## src/hdl/wmp_pkg.sv

```systemverilog
// ----------------------------------------------------------------------------
// wmp_pkg
// Shared constants, command codes and control structs of the Weyl-mix
// generator.
// ----------------------------------------------------------------------------
package wmp_pkg;

   localparam logic [63:0] GOLDEN_STEP = 64'h9e3779b97f4a7c15;
   localparam logic [63:0] SM_MUL_A    = 64'hbf58476d1ce4e5b9;
   localparam logic [63:0] SM_MUL_B    = 64'h94d049bb133111eb;
   localparam logic [63:0] WEYL_STEP   = 64'h9999999999999999;

   localparam int WORD_W    = 64;
   localparam int IDX_W     = 16;
   localparam int CNT_W     = 17;
   localparam int CSR_IDX_W = 2;
   localparam int DIV_STEPS = 64;
   localparam int DIV_CNT_W = 6;

   localparam logic [CSR_IDX_W-1:0] CSR_SEED_VALUE   = 2'd0;
   localparam logic [CSR_IDX_W-1:0] CSR_STREAM_INDEX = 2'd1;
   localparam logic [CSR_IDX_W-1:0] CSR_STREAM_COUNT = 2'd2;

   typedef enum logic [3:0] {
      DP_NOP,
      DP_DRAW,
      DP_SEED_LOAD,
      DP_SM_STEP,
      DP_MUL,
      DP_MIX,
      DP_STORE,
      DP_DIV_INIT,
      DP_DIV_STEP
   } dp_op_type;

   // which constant, or the divider quotient, the shared multiplier uses
   typedef enum logic [1:0] {
      MUL_A,
      MUL_B,
      MUL_Q
   } mul_sel_type;

   typedef enum logic [1:0] {
      WORD_MIX,
      WORD_LOOP,
      WORD_WEYL
   } word_sel_type;

   typedef struct packed {
      dp_op_type    op;
      logic [1:0]   phase;
      mul_sel_type  mul_sel;
      word_sel_type target;
   } dp_cmd_type;

   typedef struct packed {
      logic multi_stream;
   } dp_status_type;

endpackage

```

## src/hdl/wmp_ctrl.sv

```systemverilog
// ----------------------------------------------------------------------------
// wmp_ctrl
// Handshake control and reseed sequencer of the Weyl-mix generator.
// ----------------------------------------------------------------------------
module wmp_ctrl (
   input  logic                  clock,
   input  logic                  reset,
   input  logic                  req_tvalid,
   output logic                  req_tready,
   input  logic                  reseed,
   output logic                  rsp_tvalid,
   input  logic                  rsp_tready,
   input  wmp_pkg::dp_status_type status,
   output wmp_pkg::dp_cmd_type    cmd
);

   typedef enum logic [6:0] {
      ST_IDLE     = 7'b0000001,
      ST_SM       = 7'b0000010,
      ST_MUL      = 7'b0000100,
      ST_MIX      = 7'b0001000,
      ST_STORE    = 7'b0010000,
      ST_DIV_INIT = 7'b0100000,
      ST_DIV      = 7'b1000000
   } state_type;

   state_type                       state_ff, state_in;
   logic [1:0]                      phase_ff, phase_in;
   wmp_pkg::mul_sel_type            mul_sel_ff, mul_sel_in;
   wmp_pkg::word_sel_type           word_ff, word_in;
   logic [wmp_pkg::DIV_CNT_W-1:0]   div_cnt_ff, div_cnt_in;
   logic                            rsp_valid_ff, rsp_valid_in;
   logic                            req_accept;

   assign req_tready = (state_ff == ST_IDLE) && (!rsp_valid_ff || rsp_tready);
   assign req_accept = req_tvalid && req_tready;
   assign rsp_tvalid = rsp_valid_ff;

   always_comb begin
      state_in     = state_ff;
      phase_in     = phase_ff;
      mul_sel_in   = mul_sel_ff;
      word_in      = word_ff;
      div_cnt_in   = div_cnt_ff;
      rsp_valid_in = rsp_valid_ff && !rsp_tready;
      cmd.op       = wmp_pkg::DP_NOP;
      cmd.phase    = phase_ff;
      cmd.mul_sel  = mul_sel_ff;
      cmd.target   = word_ff;

      unique case (state_ff)
         ST_IDLE: begin
            if (req_accept) begin
               if (reseed) begin
                  cmd.op   = wmp_pkg::DP_SEED_LOAD;
                  word_in  = wmp_pkg::WORD_MIX;
                  state_in = ST_SM;
               end else begin
                  cmd.op       = wmp_pkg::DP_DRAW;
                  rsp_valid_in = 1'b1;
               end
            end
         end
         ST_SM: begin
            cmd.op     = wmp_pkg::DP_SM_STEP;
            mul_sel_in = wmp_pkg::MUL_A;
            phase_in   = 2'd0;
            state_in   = ST_MUL;
         end
         ST_MUL: begin
            cmd.op   = wmp_pkg::DP_MUL;
            phase_in = phase_ff + 2'd1;
            if (phase_ff == 2'd3) begin
               state_in = (mul_sel_ff == wmp_pkg::MUL_A) ? ST_MIX : ST_STORE;
            end
         end
         ST_MIX: begin
            cmd.op     = wmp_pkg::DP_MIX;
            mul_sel_in = wmp_pkg::MUL_B;
            phase_in   = 2'd0;
            state_in   = ST_MUL;
         end
         ST_STORE: begin
            cmd.op = wmp_pkg::DP_STORE;
            unique case (word_ff)
               wmp_pkg::WORD_MIX: begin
                  word_in  = wmp_pkg::WORD_LOOP;
                  state_in = ST_SM;
               end
               wmp_pkg::WORD_LOOP: begin
                  if (status.multi_stream) begin
                     state_in = ST_DIV_INIT;
                  end else begin
                     word_in  = wmp_pkg::WORD_WEYL;
                     state_in = ST_SM;
                  end
               end
               default: begin
                  state_in = ST_IDLE;
               end
            endcase
         end
         ST_DIV_INIT: begin
            cmd.op     = wmp_pkg::DP_DIV_INIT;
            div_cnt_in = '0;
            state_in   = ST_DIV;
         end
         ST_DIV: begin
            cmd.op     = wmp_pkg::DP_DIV_STEP;
            div_cnt_in = div_cnt_ff + wmp_pkg::DIV_CNT_W'(1);
            if (div_cnt_ff == wmp_pkg::DIV_CNT_W'(wmp_pkg::DIV_STEPS - 1)) begin
               mul_sel_in = wmp_pkg::MUL_Q;
               phase_in   = 2'd0;
               word_in    = wmp_pkg::WORD_WEYL;
               state_in   = ST_MUL;
            end
         end
         default: begin
            state_in = ST_IDLE;
         end
      endcase
   end

   always_ff @(posedge clock) begin
      if (reset) begin
         state_ff     <= ST_IDLE;
         rsp_valid_ff <= 1'b0;
         phase_ff     <= 2'd0;
         mul_sel_ff   <= wmp_pkg::MUL_A;
         word_ff      <= wmp_pkg::WORD_MIX;
         div_cnt_ff   <= '0;
      end else begin
         state_ff     <= state_in;
         rsp_valid_ff <= rsp_valid_in;
         phase_ff     <= phase_in;
         mul_sel_ff   <= mul_sel_in;
         word_ff      <= word_in;
         div_cnt_ff   <= div_cnt_in;
      end
   end

endmodule

```

## src/hdl/wmp_datapath.sv

```systemverilog
// ----------------------------------------------------------------------------
// wmp_datapath
// Generator words, configuration registers, shared 32x32 multiplier and
// bit-serial divider for stream spacing.
// ----------------------------------------------------------------------------
module wmp_datapath (
   input  logic                             clock,
   input  logic                             reset,
   input  logic                             csr_we,
   input  logic [wmp_pkg::CSR_IDX_W-1:0]    csr_index,
   input  logic [63:0]                      csr_data,
   input  wmp_pkg::dp_cmd_type              cmd,
   output wmp_pkg::dp_status_type           status,
   output logic [wmp_pkg::WORD_W-1:0]       rsp_data
);

   localparam int W = wmp_pkg::WORD_W;
   localparam int H = W / 2;

   // configuration
   logic [W-1:0]              seed_ff;
   logic [wmp_pkg::IDX_W-1:0] idx_ff;
   logic [wmp_pkg::CNT_W-1:0] cnt_ff;

   // generator state
   logic [W-1:0] mix_ff, mix_in;
   logic [W-1:0] loop_ff, loop_in;
   logic [W-1:0] weyl_ff, weyl_in;

   // reseed working registers and the response register
   logic [W-1:0]              s_ff, s_in;
   logic [W-1:0]              z_ff, z_in;
   logic [W-1:0]              acc_ff, acc_in;
   logic [W-1:0]              prod_ff, prod_in;
   logic [W-1:0]              q_ff, q_in;
   logic [wmp_pkg::CNT_W-1:0] rem_ff, rem_in;
   logic [W-1:0]              rsp_ff, rsp_in;

   logic [W-1:0]              s_sum;
   logic [W-1:0]              mul_const;
   logic [H-1:0]              mul_x, mul_y;
   logic [W-1:0]              product;
   logic [W-1:0]              store_val;
   logic [wmp_pkg::CNT_W-1:0] cnt_m1;
   logic [wmp_pkg::IDX_W-1:0] idx_clamp;
   logic [wmp_pkg::CNT_W:0]   rem_sh;

   assign status.multi_stream = (cnt_ff > wmp_pkg::CNT_W'(1));
   assign rsp_data            = rsp_ff;

   assign cnt_m1    = cnt_ff - wmp_pkg::CNT_W'(1);
   assign idx_clamp = ({1'b0, idx_ff} >= cnt_ff) ? cnt_m1[wmp_pkg::IDX_W-1:0] : idx_ff;
   assign rem_sh    = {rem_ff, 1'b1};
   assign s_sum     = s_ff + wmp_pkg::GOLDEN_STEP;

   always_comb begin
      unique case (cmd.mul_sel)
         wmp_pkg::MUL_A: mul_const = wmp_pkg::SM_MUL_A;
         wmp_pkg::MUL_B: mul_const = wmp_pkg::SM_MUL_B;
         default:        mul_const = q_ff;
      endcase
   end

   // low 64 bits of z * const from three 32x32 partial products
   assign mul_x   = (cmd.phase == 2'd2) ? z_ff[W-1:H] : z_ff[H-1:0];
   assign mul_y   = (cmd.phase == 2'd1) ? mul_const[W-1:H] : mul_const[H-1:0];
   assign product = mul_x * mul_y;

   assign store_val = (cmd.mul_sel == wmp_pkg::MUL_Q) ? acc_ff : (acc_ff ^ (acc_ff >> 31));

   always_comb begin
      mix_in  = mix_ff;
      loop_in = loop_ff;
      weyl_in = weyl_ff;
      s_in    = s_ff;
      z_in    = z_ff;
      acc_in  = acc_ff;
      prod_in = prod_ff;
      q_in    = q_ff;
      rem_in  = rem_ff;
      rsp_in  = rsp_ff;

      unique case (cmd.op)
         wmp_pkg::DP_DRAW: begin
            rsp_in  = mix_ff + loop_ff;
            loop_in = weyl_ff ^ mix_ff;
            mix_in  = {mix_ff[W-17:0], mix_ff[W-1:W-16]}
                    + {loop_ff[W-41:0], loop_ff[W-1:W-40]};
            weyl_in = weyl_ff + wmp_pkg::WEYL_STEP;
         end
         wmp_pkg::DP_SEED_LOAD: begin
            s_in = seed_ff;
         end
         wmp_pkg::DP_SM_STEP: begin
            s_in = s_sum;
            z_in = s_sum ^ (s_sum >> 30);
         end
         wmp_pkg::DP_MUL: begin
            unique case (cmd.phase)
               2'd0: begin
                  prod_in = product;
               end
               2'd1: begin
                  acc_in  = prod_ff;
                  prod_in = product;
               end
               2'd2: begin
                  acc_in  = acc_ff + {prod_ff[H-1:0], {H{1'b0}}};
                  prod_in = product;
               end
               default: begin
                  acc_in = acc_ff + {prod_ff[H-1:0], {H{1'b0}}};
               end
            endcase
         end
         wmp_pkg::DP_MIX: begin
            z_in = acc_ff ^ (acc_ff >> 27);
         end
         wmp_pkg::DP_STORE: begin
            unique case (cmd.target)
               wmp_pkg::WORD_MIX:  mix_in  = store_val;
               wmp_pkg::WORD_LOOP: loop_in = store_val;
               default:            weyl_in = store_val;
            endcase
         end
         wmp_pkg::DP_DIV_INIT: begin
            rem_in = '0;
            q_in   = '0;
            z_in   = {{(W - wmp_pkg::IDX_W){1'b0}}, idx_clamp};
         end
         wmp_pkg::DP_DIV_STEP: begin
            // dividend is all ones, so a one shifts in every step
            if (rem_sh >= {1'b0, cnt_ff}) begin
               rem_in = wmp_pkg::CNT_W'(rem_sh - {1'b0, cnt_ff});
               q_in   = {q_ff[W-2:0], 1'b1};
            end else begin
               rem_in = rem_sh[wmp_pkg::CNT_W-1:0];
               q_in   = {q_ff[W-2:0], 1'b0};
            end
         end
         default: begin
         end
      endcase
   end

   always_ff @(posedge clock) begin
      if (reset) begin
         seed_ff <= '0;
         idx_ff  <= '0;
         cnt_ff  <= wmp_pkg::CNT_W'(1);
         mix_ff  <= '0;
         loop_ff <= '0;
         weyl_ff <= '0;
      end else begin
         mix_ff  <= mix_in;
         loop_ff <= loop_in;
         weyl_ff <= weyl_in;
         if (csr_we) begin
            unique case (csr_index)
               wmp_pkg::CSR_SEED_VALUE:   seed_ff <= csr_data;
               wmp_pkg::CSR_STREAM_INDEX: idx_ff  <= csr_data[wmp_pkg::IDX_W-1:0];
               wmp_pkg::CSR_STREAM_COUNT: cnt_ff  <= csr_data[wmp_pkg::CNT_W-1:0];
               default: begin
               end
            endcase
         end
      end
   end

   always_ff @(posedge clock) begin
      s_ff    <= s_in;
      z_ff    <= z_in;
      acc_ff  <= acc_in;
      prod_ff <= prod_in;
      q_ff    <= q_in;
      rem_ff  <= rem_in;
      rsp_ff  <= rsp_in;
   end

endmodule

```

## src/hdl/weyl_mix_prng_with_seeding.sv

```systemverilog
// ----------------------------------------------------------------------------
// weyl_mix_prng_with_seeding
// 64-bit Weyl-counter / mix-word random generator with SplitMix64 seeding.
// ----------------------------------------------------------------------------
// A draw item (req_tdata bit 0 low) is taken and its 64-bit result sits in
// the output register; draws can follow every cycle as long as rsp_tready
// keeps the output register draining. A reseed item (bit 0 high) gives no
// result and holds off further items while the sequencer expands the seed
// into SplitMix64 outputs on the shared 32x32 multiplier: three of them for a
// plain reseed (stream count of one or zero), and two for a multi-stream
// reseed, whose Weyl word is the stream index times the quotient from the
// one-bit-per-cycle divider that spaces the streams.
// Configuration registers are written through the csr channel, which is
// always ready; write them only while no reseed is in progress.
// ----------------------------------------------------------------------------
module weyl_mix_prng_with_seeding (
   input  logic        clock,
   input  logic        reset,
   // req_tdata: [0] reseed, [7:1] zero
   input  logic        req_tvalid,
   output logic        req_tready,
   input  logic [7:0]  req_tdata,
   // rsp_tdata: [63:0] random_value
   output logic        rsp_tvalid,
   input  logic        rsp_tready,
   output logic [63:0] rsp_tdata,
   input  logic        csr_valid,
   output logic        csr_ready,
   input  logic [1:0]  csr_index,
   input  logic [63:0] csr_data
);

   wmp_pkg::dp_cmd_type    cmd;
   wmp_pkg::dp_status_type status;
   logic                   csr_we;

   assign csr_ready = 1'b1;
   assign csr_we    = csr_valid && csr_ready;

   wmp_ctrl u_ctrl (
      .clock      (clock),
      .reset      (reset),
      .req_tvalid (req_tvalid),
      .req_tready (req_tready),
      .reseed     (req_tdata[0]),
      .rsp_tvalid (rsp_tvalid),
      .rsp_tready (rsp_tready),
      .status     (status),
      .cmd        (cmd)
   );

   wmp_datapath u_datapath (
      .clock     (clock),
      .reset     (reset),
      .csr_we    (csr_we),
      .csr_index (csr_index),
      .csr_data  (csr_data),
      .cmd       (cmd),
      .status    (status),
      .rsp_data  (rsp_tdata)
   );

   // a reseed keeps the input closed on the next cycle
   a_reseed_busy: assert property (@(posedge clock) disable iff (reset)
      req_tvalid && req_tready && req_tdata[0] |=> !req_tready)
      else $error("input open right after a reseed item");

   // a draw always leaves a result in the output register
   a_draw_result: assert property (@(posedge clock) disable iff (reset)
      req_tvalid && req_tready && !req_tdata[0] |=> rsp_tvalid)
      else $error("draw item produced no result");

   // a reseed never creates a result
   a_reseed_silent: assert property (@(posedge clock) disable iff (reset)
      req_tvalid && req_tready && req_tdata[0] && !rsp_tvalid |=> !rsp_tvalid)
      else $error("reseed item produced a result");

endmodule
```

## config.mk

```make
export PLATFORM = sky130hd
export DESIGN_NAME = weyl_mix_prng_with_seeding
export DESIGN_NICKNAME = d
export VERILOG_FILES = /design/src/hdl/wmp_pkg.sv /design/src/hdl/wmp_ctrl.sv /design/src/hdl/wmp_datapath.sv /design/src/hdl/weyl_mix_prng_with_seeding.sv
export SDC_FILE = /design/constraint.sdc
export NUM_CORES = 2
export LEC_CHECK = 0
export ABC_AREA = 1
export BUFFER_PORTS_ARGS = -buffer_cell sky130_fd_sc_hd__buf_4
export CAP_MARGIN = 20
export CORE_ASPECT_RATIO = 0.8
export CORE_MARGIN = 2
export CORE_UTILIZATION = 30
export DETAILED_ROUTE_END_ITERATION = 6
export PLACE_DENSITY = 0.44
export RECOVER_POWER = 100
export SLEW_MARGIN = 20
export SYNTH_ARGS = -nofsm -noshare
export SYNTH_HDL_FRONTEND = slang
export SYNTH_HIERARCHICAL = 1
export SYNTH_SLANG_ARGS = --single-unit
```

## constraint.sdc

```tcl
create_clock -name clock -period 12.78 [get_ports clock]
set_input_delay 1.917 -clock clock [delete_from_list [all_inputs] [get_ports clock]]
set_output_delay 1.917 -clock clock [all_outputs]
set_load 0.02 [all_outputs]
```

After elaboration in Yosys (flattened, before gate mapping)
Index checks and enable logic that the tools add are counted.

storage, ports and cells
  memory bits (writable) = 0
  bits in latches = 0
  bits in read-only memories = 0
  memories kept = 0
  input bits = 79
  bits in registers = 710

operators by class
  $lt $le $gt $ge = 3
  eq/ne operators = 33
  add/sub/neg operators = 9
  reduce and logical (&&, ||, !) cells = 33
  bitwise gates (word level) = 5
  $mul = 1
  div/mod/pow operators = 0
  multiplexer cells = 42
  shift-type cells = 0

operators with widths
  cell                      number
  $pmux W64 S2              7
  $mux W64                  4
  $add A64 B64 Y64          3
  $pmux W64 S3              1
  $add A64 B64 Y64 const B  2
  $mul A32 B32 Y64          1
  $mux W32                  2
  $xor A64 B33 Y64          1
  $xor A64 B34 Y64          1
  $xor A64 B37 Y64          1
  $xor A64 B64 Y64          1
  $pmux W7 S6               1
  $pmux W17 S2              1
  $mux W7                   4
  $pmux W4 S7               1
  $reduce_and A2 Y1         10
  $ge A18 B17 Y1            1
  $pmux W2 S3               3
  $ge A16 B17 Y1            1
  $gt A17 B1 Y1 const B     1
  $mux W17                  1
  $sub A17 B17 Y17          1
  $eq A4 B3 Y1 const B      4
  $mux W16                  1
  other kinds (39)          72

Depth between registers and ports, before layout
  word-level depth = 9
  mapped depth = 37
  mapped depth without buffers = 37

Hierarchy
The synthesis kept the hierarchy.

modules (own cells, without submodules)
  module                      area each (um^2)  instances  cells each  sequential area each (um^2)
  wmp_datapath                83,090.9          1          11,697      17,827.1
  wmp_ctrl                    1,151.1           1          173         400.4
  weyl_mix_prng_with_seeding  11.3              1          2           0.0

Worst setup path before layout
No wires, ideal clock.

  path kind = flip-flop to flip-flop
  start point = register u_ctrl.phase_ff[0]
  end point = register u_datapath.prod_ff[62], data pin
  slack = 5.505 ns
  data required time = 12.528 ns
  clock period less this slack = 7.275 ns
  buffers on the path = 2
  arrival = 7.023 ns
  cell stages (with the launch flop) = 31
  path through = dfxtp_1 inv_1 nand2_2 buf_1 nand2_1 o21ai_1 clkbuf_1 nand2_1 fa_1 inv_1 fa_1 fa_1 inv_1 fa_1 inv_1 fa_1 fa_1 fa_1 inv_1 fa_1 inv_1 ha_1 a21oi_1 nor2_1 nor2_1 a21boi_0 o21bai_1 a21oi_1 nand2_1 nand2_1 nand2_1

on the way
  longest elaborated chain between the ends = 3
  elaborated cells on any way between the ends = 5

ends and longest elaborated chain
  item                                                 line                                    text
  start: declaration                                   wmp_ctrl.sv:28                          logic [1:0] phase_ff, phase_in;
  start signal: assignment                             wmp_ctrl.sv:135                         phase_ff <= phase_in;
  $eq A2 B2 Y1 / $eq A2 B1 Y1 (equally long branches)  wmp_datapath.sv:65, wmp_datapath.sv:66
  $mux W32 (on tied branches)                          wmp_datapath.sv:65, wmp_datapath.sv:66
  $mul A32 B32 Y64 (*)                                 wmp_datapath.sv:67                      assign product = mul_x * mul_y;
  named net u_datapath.product[62]                     wmp_datapath.sv:42                      logic [W-1:0] product;
  end signal: assignment                               wmp_datapath.sv:174                     prod_ff <= prod_in;
  end: declaration                                     wmp_datapath.sv:34                      logic [W-1:0] prod_ff, prod_in;

Mark *: on every way through the listed nets, which the timed path passes. The rest lies on a longest branch.
A chain may end at the register's enable or synchronous reset.

==> impl_results.md <==
- Arr. time, crit path: 11.28 ns
- Top cells by area, synth: fa_1 (21%), edfxtp_1 (14%), nand2_1 (13%)
- Required time worst endpoint: 13.04 ns
- Startpoint Class: input port
- Die width: 596.5 um
- Maximum clock frequency: 0.09073 GHz
- Max FO, Critical Path: 87
- Syn avg cell area: 7.097 um^2
- Post-synth top flop: edfxtp_1
- Area post-placement: 89590 um^2
- Initial Utilization: 0.3007
- Register area share after synthesis: 0.2163
- Synth Instances: 11872
- Die ar.: 285100 um^2
- Syn nets: 13309
- Root Buffer: clkbuf_16
- # fillers: 30545
- Drt initial violations: 8651
- Setup TNS: 0 ns
- Final Max Tran Viols: 1372
- Num CTS Buffers: 88
- Final min period: 11.02 ns
- DR vias/cell: 5.172
- Most common library cells after synthesis: nand2_1 (2818), inv_1 (2240), nor2_1 (1673), fa_1 (900), o21ai_0 (737)
- Slew margin rel.: -1.889
- Utilization after layout: 0.3295
- PostCTS Resize Cnt: 0
- Gr ovfl total: 0
- Crit-path most repeated cell: nand2_1
- Final instance area: 92310 um^2
- Vias in the first global route: 78476
- Initial antenna violation count: 37
- DRT Pass-1 Iters: 7
- Post-DRT Antenna Nets: 0
- Failing checks: design-rule violations, max-capacitance violations, max-slew violations
- Final GP Congestion: 1.014
- CP bufs+invs: 4
- CTS Buffer Depth: 3
- Met1 Track Usage GR: 0.4324
- CP Cell Sequence: clkbuf_4 -> nor2_1 -> nor3b_1 -> nand2_1 -> nand3_1 -> nand2_1 -> nor2_1 -> clkinvlp_2 -> clkbuf_1 -> nand2_1 -> clkbuf_1
- Top cell type's share of synthesized area: 0.2138
- Worst-Margin Slew: 4.334 ns
- Drt total wl: 427.1 mm
- TritonCTS clock tree: yes
- Total clock sinks: 710
- Biggest area consumer among synthesized cells: fa_1
- Setup Skew: 0.06379 ns
- Crit path max-delay family: buffers and inverters
- Skew-Pair Late Insertion Delay: 0.75 ns
- WL per Instance: 27.25 um
- Synth async-reset ratio: 0
- Synth warn: 6
- Hpwl dp: 351.4 mm
- CP endpoint kind: flip-flop
- Tightest Hold Check Type: flip-flop to flip-flop
- CP Class: input port to flip-flop
- Area Growth Syn to Fin: 9.564%
- Share of layout cells above drive strength 1: 0.03930
- Run status: finished with violations
- Via count: 81080
- Final Cycle Share: 0.8624
- Max-Cap Viols: 25
- Clock-pin slew on the worst setup and hold paths: 0.07 ns
- RSZ-0062 raised after global routing: no
- Netlist cell types: 59
- # DRC: 1
- Slowest stage delay, CP: 2.08 ns
- CORE AREA: 280200 um^2
- Synthesized area: 84250 um^2
- Most frequent cell after synthesis: nand2_1
- Global routing's busiest layer: met2
- Largest net degree at the start of global routing: 101
- Fin. Hold Viols: 0
- Die Ht: 478 um
- Critical-path top delay cell: clkbuf_1
- Global-route track usage on met2: 0.4380
- PortBufs: 137
- GRT met3 Usage: 0.05030
- First-pass GRT wire length: 597.7 mm
- Fin nets: 13323
- Post-synth EDFFs: 401
- # hold bufs at CTS: 0
- Setup violators final: 0
- Ports: 146
- Num rows: 174
- CTS H-tree lvls: 3
- Yosys reg bits: 710
- GRT Total Usage: 0.2944
- Setup Fix Bufs, Post-CTS: 0
-- layer usage --
metal	wire length, um	up-vias
met2	179500	3278
met5	151	-
li1	-	36854
met1	198600	40439
met4	13970	22
met3	34810	487
-- layout make-up --
| class | count | area (um^2) | area share |
|---|---|---|---|
| inverter | 2292 | 8610 | 0.09327 |
| clock inverter | 60 | 729.5 | 0.007902 |
| sequential | 710 | 18230 | 0.1975 |
| clock buffer | 103 | 2328 | 0.02522 |
| tap | 3696 | 4624 | 0.05010 |
| timing repair buffer | 261 | 1625 | 0.01761 |
| antenna | 21 | 52.55 | 0.0005693 |
| multi-input combinational | 8533 | 56110 | 0.6079 |
-- per-stage QoR --
| stage | instances | hold slack, ns | worst slack, ns |
|---|---|---|---|
| 5_1_grt | 15664 | 0.5089 | 1.227 |
| 6_report | 15676 | 0.4733 | 1.758 |
| 4_1_cts | 15653 | 0.4726 | 2.821 |
| 3_5_place_dp | 15490 | 0.4783 | 2.865 |
| 3_3_place_gp | 15490 | 0.4674 | 2.891 |
| 2_1_floorplan | 11872 | 0.4486 | 5.505 |
-- path summary, 6_finish.rpt --
kind | to | from | cells after the start | slack (ns)
worst min register to register | u_datapath/acc_ff[40] | u_datapath/prod_ff[40] | 2 | 0.47
worst min-delay path | u_datapath/acc_ff[40] | u_datapath/prod_ff[40] | 2 | 0.47
worst max register to register | u_datapath/prod_ff[62] | u_ctrl/phase_ff[0] | 29 | 1.78
worst max-delay path | u_datapath/z_ff[26] | rsp_tready | 11 | 1.76
-- worst min-delay path: stages (launching register included) --
cell      delay, ns
edfxtp_1       0.32
nand2_1        0.05
o21ai_0        0.06
-- flip-flops by register name, indices dropped and copies added, names as in the netlist --
signal and count:
u_ctrl/word_ff 2, u_ctrl/phase_ff 2, u_datapath/mix_ff 64, u_datapath/cnt_ff 17, u_datapath/z_ff 64, u_datapath/idx_ff 16
u_datapath/rem_ff 17, u_datapath/prod_ff 64, u_datapath/acc_ff 64, u_ctrl/state_ff 7, u_ctrl/div_cnt_ff 6, u_datapath/rsp_data 64
u_datapath/weyl_ff 64, u_datapath/s_ff 64, u_datapath/loop_ff 64, u_datapath/seed_ff 64, u_datapath/q_ff 64, u_ctrl/rsp_tvalid 1
u_ctrl/mul_sel_ff 2
-- kinds of logic (layout without fill, tap and decap cells) --
group | Yosys count | count (layout) | synth area share
buffers and inverters | 2629 | 2716 | 0.1190
other | 1 | 22 | 0.00004451
xor gates and xnor gates | 227 | 227 | 0.02360
adders and majority gates | 1358 | 1358 | 0.2819
and+or+nand+nor | 5395 | 5395 | 0.2590
AOI/OAI and AO/OA | 1552 | 1552 | 0.1001
DFF | 710 | 710 | 0.2163
-- layout by cell type (no fill, tap or decap), types with 12 or more instances in the layout --
master and count:
inv_1 2243, a21oi_1 501, buf_4 171, nor2_2 12
xor2_1 141, nand3b_1 46, fa_1 900, o21ai_2 26
o22ai_1 27, o211ai_1 15, o21ai_0 741, nand2_1 2818
nor3_1 85, clkinv_1 19, dfxtp_1 309, xnor2_1 86
nor4_1 13, o21a_1 18, a211oi_1 20, clkinv_2 18
a21o_1 19, ha_1 458, inv_2 35, nand3_1 597
o21bai_1 67, clkbuf_16 88, a21boi_0 14, or2_2 31
nor2_1 1671, clkbuf_1 97, edfxtp_1 401, a31oi_1 74
nand4_1 74, diode_2 21
Power is left out: the tool's default activity adds up to more than one toggle a clock period on the data nets, which glitch-free logic cannot reach.
